==> src/design/ipn_fade.sv <==
// ----------------------------------------------------------------------------
// Fade curve pipeline
// Three register stages computing 6t^5 - 15t^4 + 10t^3 in fixed point.
// ----------------------------------------------------------------------------
module ipn_fade #(
    parameter int FRAC_BITS = 16
)
(
    input  logic                 clk,
    input  logic [FRAC_BITS-1:0] t,
    output logic [FRAC_BITS:0]   fade
);

    localparam int PW = FRAC_BITS + 5;
    localparam logic [PW-1:0] TEN_ONE = PW'(10) << FRAC_BITS;

    logic [FRAC_BITS-1:0]   t2_reg;
    logic [FRAC_BITS-1:0]   t_d_reg;
    logic [FRAC_BITS-1:0]   t3_reg;
    logic [FRAC_BITS+3:0]   p_reg;
    logic [FRAC_BITS:0]     fade_reg;
    logic [2*FRAC_BITS-1:0] sq;
    logic [2*FRAC_BITS-1:0] cube;
    logic [PW-1:0]          e2;
    logic [PW-1:0]          et;
    logic [PW-1:0]          p_next;
    logic [2*FRAC_BITS+3:0] fp;

    always_comb
    begin
        sq     = {{FRAC_BITS{1'b0}}, t} * {{FRAC_BITS{1'b0}}, t};
        cube   = {{FRAC_BITS{1'b0}}, t2_reg} * {{FRAC_BITS{1'b0}}, t_d_reg};
        e2     = {5'd0, t2_reg};
        et     = {5'd0, t_d_reg};
        p_next = (e2 << 2) + (e2 << 1) + TEN_ONE - (et << 4) + et;
        fp     = {{(FRAC_BITS+4){1'b0}}, t3_reg} * {{FRAC_BITS{1'b0}}, p_reg};
    end

    always_ff @(posedge clk)
    begin
        t2_reg   <= sq[2*FRAC_BITS-1:FRAC_BITS];
        t_d_reg  <= t;
        t3_reg   <= cube[2*FRAC_BITS-1:FRAC_BITS];
        p_reg    <= p_next[FRAC_BITS+3:0];
        fade_reg <= fp[2*FRAC_BITS:FRAC_BITS];
    end

    assign fade = fade_reg;

endmodule

==> config.mk <==
export PLATFORM = sky130hd
export DESIGN_NAME = ipn_fade
export DESIGN_NICKNAME = d
export VERILOG_FILES = /design/src/design/ipn_fade.sv
export SDC_FILE = /design/constraint.sdc
export NUM_CORES = 2
export LEC_CHECK = 0
export BUFFER_PORTS_ARGS = -buffer_cell sky130_fd_sc_hd__buf_2
export CAP_MARGIN = 0
export CORE_MARGIN = 10
export CORE_UTILIZATION = 55
export DETAILED_ROUTE_END_ITERATION = 7
export PLACE_DENSITY = 0.68
export SYNTH_ARGS = -nofsm -noshare
export SYNTH_HDL_FRONTEND = slang
export SYNTH_SLANG_ARGS = --single-unit
==> constraint.sdc <==
create_clock -name clk -period 21.7 [get_ports clk]
set_input_delay 4.34 -clock clk [delete_from_list [all_inputs] [get_ports clk]]
set_output_delay 4.34 -clock clk [all_outputs]
set_load 0.005 [all_outputs]
Yosys cells after proc, flatten, opt, wreduce, memory -nomap -nowiden
Cells that the tools add are included.
{ "word_totals": {"elab_cells": 12, "output_inout_bits": 17, "inputBits": 17, "register_bits": 85} }
{ "classes": {"addsub": 4, "multipliers": 3} }
{ "op_table": {"columns": ["op", "n"], "rows": [
  ["$mul 16x16->32", 2],
  ["$mul 16x20->33", 1],
  ["$add 19x20->20 const B", 1],
  ["$add 20x16->20", 1],
  ["$sub 20x20->20", 1],
  ["$add 18x17->19", 1]
]} }

Logic depth before layout (Yosys ltp)
{ "logic_depth": {"depth_word": 4, "ltp_mapped": 25, "ltp_nobuf": 24} }

Worst setup path before layout
Ideal clock, no wire load.
{ "synth_path": {"kind": "input to register", "startpoint": "input t[1]", "endpoint": "register t2_reg[13]", "arrival_time_ns": 9.873, "cell_stages": 20, "setup_ns": 0.064, "required_time_ns": 21.636, "path_buffers": 2, "setup_slack_ns": 11.764, "path_cell_list": "buf_2 > clkbuf_1 > nand2_1 > fa_1 > fa_1 > inv_1 > fa_1 > fa_1 > fa_1 > fa_1 > ha_1 > a21o_1 > a21o_1 > a2111oi_0 > nor3_1 > a31oi_1 > o211a_1 > nor2_1 > or4_1 > nand4_1"} }
{ "synth_via": {"elab_chain_cells": 1} }
{ "synth_rtl": {"columns": ["item", "line", "rtl"], "rows": [
  ["from (decl)", "10", "input logic [FRAC_BITS-1:0] t,"],
  ["$mul 16x16->32", "31", "sq = {{FRAC_BITS{1'b0}}, t} * {{FRAC_BITS{1'b0}}, t};"],
  ["net sq[29]", "22", "logic [2*FRAC_BITS-1:0] sq;"],
  ["to (signal assigned)", "41", "t2_reg <= sq[2*FRAC_BITS-1:FRAC_BITS];"],
  ["to (decl)", "17", "logic [FRAC_BITS-1:0] t2_reg;"]
]} }
The timed path passes the listed nets, and every way through them passes these cells.

Worst setup path in the final report
{ "layout_path": {"startpoint": "input t[9]", "endpoint": "register t2_reg[13]"} }
The elaborated chain is that of the path after synthesis.

==> flow_results.xml <==
<?xml version="1.0" encoding="UTF-8"?>
<metrics>
  <group name="clock_tree">
    <metric name="clockRootBuffer" unit="">sky130_fd_sc_hd__clkbuf_16</metric>
    <metric name="cts.reportedPaths.clkPinSlew" unit="ps">70</metric>
    <metric name="post_cts_resize_count" unit="">0</metric>
    <metric name="post-cts-setup-buffer-count" unit="">0</metric>
    <metric name="ctsHtreeMaxLevel" unit="">3</metric>
    <metric name="skew_pair_late_insertion_delay" unit="ps">400</metric>
    <metric name="cts.hold.buffers_added" unit="">0</metric>
    <metric name="cts_max_path_buffers" unit="">2</metric>
    <metric name="cts_made_buffers" unit="">9</metric>
    <metric name="numClockSinks" unit="">85</metric>
    <metric name="tritoncts_clock_tree" unit="">done</metric>
  </group>
  <group name="setup_path">
    <metric name="path_class" unit="">in -&gt; reg</metric>
    <metric name="end_kind" unit="">flip-flop</metric>
    <metric name="reg2reg_to" unit="">fade[14]$_DFF_P_</metric>
    <metric name="setup.reg_to_reg.worst_slack" unit="ps">14750</metric>
    <metric name="length_in_cells_of_the_worst_reg_to_reg_path" unit="">19</metric>
    <metric name="startpoint" unit="">t[9]</metric>
    <metric name="required" unit="ps">22030</metric>
    <metric name="rr_startpoint" unit="">t3_reg[8]$_DFF_P_</metric>
    <metric name="timing.critical_path.arrival" unit="ps">10280</metric>
    <metric name="worstSetupStartpointType" unit="">primary input</metric>
    <metric name="worst-path-max-fanout" unit="">18</metric>
  </group>
  <group name="yosys">
    <metric name="yosysTopAreaCell" unit="">sky130_fd_sc_hd__fa_1</metric>
    <metric name="yosysMostFrequentCell" unit="">sky130_fd_sc_hd__inv_1</metric>
    <metric name="syn-mean-instance-area" unit="sq um">9.19</metric>
    <metric name="postSynthCellCount" unit="">3001</metric>
    <metric name="synth.distinct_cells" unit="">58</metric>
    <metric name="post_synth_main_area_contributors" unit="">sky130_fd_sc_hd__fa_1, sky130_fd_sc_hd__ha_1, sky130_fd_sc_hd__inv_1, sky130_fd_sc_hd__and2_1, sky130_fd_sc_hd__dfxtp_1</metric>
    <metric name="ys_top_cells_by_count" unit="">sky130_fd_sc_hd__inv_1, sky130_fd_sc_hd__fa_1, sky130_fd_sc_hd__nand2_1, sky130_fd_sc_hd__ha_1, sky130_fd_sc_hd__and2_1</metric>
    <metric name="cell_area_after_synthesis" unit="sq um">27600</metric>
    <metric name="postSynthNetCount" unit="">3977</metric>
    <metric name="post-synth-top-area-fraction" unit="%">45.8</metric>
    <metric name="synth_seq_area_share" unit="%">6.17</metric>
    <metric name="synth-async-reset-ratio" unit="%">0</metric>
    <metric name="synth_edf_count" unit="">0</metric>
    <metric name="ys.warnings.count" unit="">0</metric>
    <metric name="postSynthRegisterBits" unit="">85</metric>
    <metric name="synthFlopType" unit="">sky130_fd_sc_hd__dfxtp_1</metric>
  </group>
  <group name="route">
    <metric name="dr_total_vias" unit="">19288</metric>
    <metric name="vias_per_cell" unit="">5.30</metric>
    <metric name="drc_markers" unit="">0</metric>
    <metric name="drtAntennaViolNets" unit="">0</metric>
    <metric name="average_wire_per_cell_in_the_routed_design" unit="um">17.4</metric>
    <metric name="dr.first_iter.drc_count" unit="">1050</metric>
    <metric name="route.final.wire_length" unit="um">63400</metric>
    <metric name="drt_pass1_iterations" unit="">6</metric>
  </group>
  <group name="grt">
    <metric name="grt_first_pass_wirelength" unit="um">109000</metric>
    <metric name="antenna_found_initial" unit="">1</metric>
    <metric name="first_global_vias" unit="">21631</metric>
    <metric name="globalRoute.totalOverflow" unit="">0</metric>
    <metric name="grt_usage" unit="%">22.6</metric>
    <metric name="largest_net_degree_at_the_start_of_global_routing" unit="">21</metric>
  </group>
  <group name="final_layout">
    <metric name="largest_register_ffs" unit="">20</metric>
    <metric name="drive_gt1_share" unit="%">2.90</metric>
    <metric name="num-fill-cells" unit="">4474</metric>
    <metric name="finish.net_count" unit="">3940</metric>
    <metric name="diode_count" unit="">0</metric>
    <metric name="area_growth" unit="%">3.92</metric>
  </group>
  <group name="timing">
    <metric name="max_slew.worst_pin.slew" unit="ps">1150</metric>
    <metric name="final.setup.worst_slack" unit="ps">11750</metric>
    <metric name="timing.slew.headroom" unit="%">23.4</metric>
    <metric name="finalClockSkew" unit="ps">22.4</metric>
    <metric name="max_freq" unit="MHz">100</metric>
    <metric name="hold_viol" unit="">0</metric>
    <metric name="fin_crit" unit="ps">9950</metric>
    <metric name="setup_viol" unit="">0</metric>
    <metric name="final_max_slew_viol_count" unit="">0</metric>
    <metric name="rsz0062_at_grt" unit="">no</metric>
    <metric name="fin_setup_tns" unit="ps">0</metric>
    <metric name="final_min_period_over_clock_period" unit="%">45.9</metric>
  </group>
  <group name="place">
    <metric name="place.gp.congestion" unit="">0.890</metric>
    <metric name="port-buffer-count" unit="">33</metric>
    <metric name="placement.setup.worst_slack" unit="ps">11360</metric>
    <metric name="dp.final_hpwl" unit="um">50600</metric>
  </group>
  <group name="die">
    <metric name="die-height" unit="um">244</metric>
    <metric name="rows" unit="">82</metric>
    <metric name="design.core.area" unit="sq um">49900</metric>
    <metric name="boundaryPins" unit="">34</metric>
    <metric name="initial_utilization" unit="%">55.3</metric>
    <metric name="die_area" unit="sq um">59500</metric>
    <metric name="die_width" unit="um">244</metric>
  </group>
  <group name="min_path">
    <metric name="worstHoldPathType" unit="">reg -&gt; reg</metric>
    <metric name="hold_path_end" unit="">p_reg[0]$_DFF_P_</metric>
    <metric name="min_path_cells" unit="">0</metric>
    <metric name="min_from" unit="">t_d_reg[0]$_DFF_P_</metric>
  </group>
  <group name="flow_run">
    <metric name="max_cap_violation_count" unit="">0</metric>
  </group>
  <group name="run_status">
    <metric name="run_status" unit="">finished clean</metric>
  </group>
</metrics>
-- placed cells by master (no fill, tap or decap), drive strengths merged, types with 9 or more instances in the layout --
| cell type | instances |
|---|---|
| and3 | 11 |
| a31oi | 9 |
| xnor2 | 58 |
| fa | 631 |
| ha | 328 |
| dfxtp | 85 |
| inv | 770 |
| xor2 | 17 |
| o21ai | 29 |
| clkbuf | 9 |
| nand3 | 20 |
| nand2 | 394 |
| a21o | 26 |
| nor3 | 22 |
| buf | 51 |
| and2 | 285 |
| a211oi | 10 |
| nor2 | 74 |
| a21oi | 50 |
| o21a | 9 |
| nor2b | 9 |
| nand4 | 11 |
-- per-stage QoR --
step                instances  hold slack [ps]  area [sq um]  utilization (%)
floorplan                3001              412         27600                -
global placement         3625              750         28400             56.9
detailed placement       3625              753         28400             56.9
CTS                      3641              763         28700             57.5
global route             3641              790         28700             57.5
finish                   3641              777         28700             57.5
-- layer usage --
layer / up-vias / GRT usage (%) / wire, um
li1: 8737 / - / -
met1: 9849 / 28.2 / 25900
met2: 572 / 39.6 / 31900
met3: 130 / 2.93 / 3640
met4: 0 / 8.16 / 1940
met5: - / 0 / 0
-- area by class of cell --
type,instances,area (sq um),area share (%)
tap,672,841,2.93
clock buffer,9,225,0.785
multi-input combinational,2050,22600,78.9
clock inverter,7,88.8,0.310
sequential,85,1700,5.93
inverter,767,2880,10.0
timing repair buffer,51,300,1.05
-- critical path: stages --
cell and delay (ps):
sky130_fd_sc_hd__buf_2 350, sky130_fd_sc_hd__and2_1 240, sky130_fd_sc_hd__inv_1 60, sky130_fd_sc_hd__fa_1 470, sky130_fd_sc_hd__inv_1 50, sky130_fd_sc_hd__fa_1 500
sky130_fd_sc_hd__inv_1 60, sky130_fd_sc_hd__fa_1 530, sky130_fd_sc_hd__inv_1 50, sky130_fd_sc_hd__fa_1 380, sky130_fd_sc_hd__fa_1 540, sky130_fd_sc_hd__fa_1 410
sky130_fd_sc_hd__ha_1 330, sky130_fd_sc_hd__a21o_1 170, sky130_fd_sc_hd__a21o_1 190, sky130_fd_sc_hd__a2111oi_0 450, sky130_fd_sc_hd__nor3_1 120, sky130_fd_sc_hd__a31oi_1 300
sky130_fd_sc_hd__o211a_1 190, sky130_fd_sc_hd__nor2_1 70, sky130_fd_sc_hd__or4_1 390, sky130_fd_sc_hd__nand4_1 90
-- how the worst max path moves through the flow --
stage                               to  cells after the start  slack (ps)
CTS                 t2_reg[13]$_DFF_P_                     22       11770
detailed placement  t2_reg[13]$_DFF_P_                     22       11360
global placement    t2_reg[13]$_DFF_P_                     22       11420
global route        t2_reg[13]$_DFF_P_                     22       11420
finish              t2_reg[13]$_DFF_P_                     22       11750
floorplan           t2_reg[13]$_DFF_P_                     20       11760
-- cells by family (layout without fill, tap and decap cells) --
kind of cell	after synthesis	after routing	synth area share [%]
compound gates	162	162	3.97
xor+xnor	75	75	2.38
fa+ha+maj	959	959	60.7
buf+inv	866	834	11.8
flops	85	85	6.17
mux	1	1	0.0408
simple gates	853	853	15.0
Power is not shown: default switching activity piles up to over one toggle a cycle in this logic, so the estimate is an artifact.
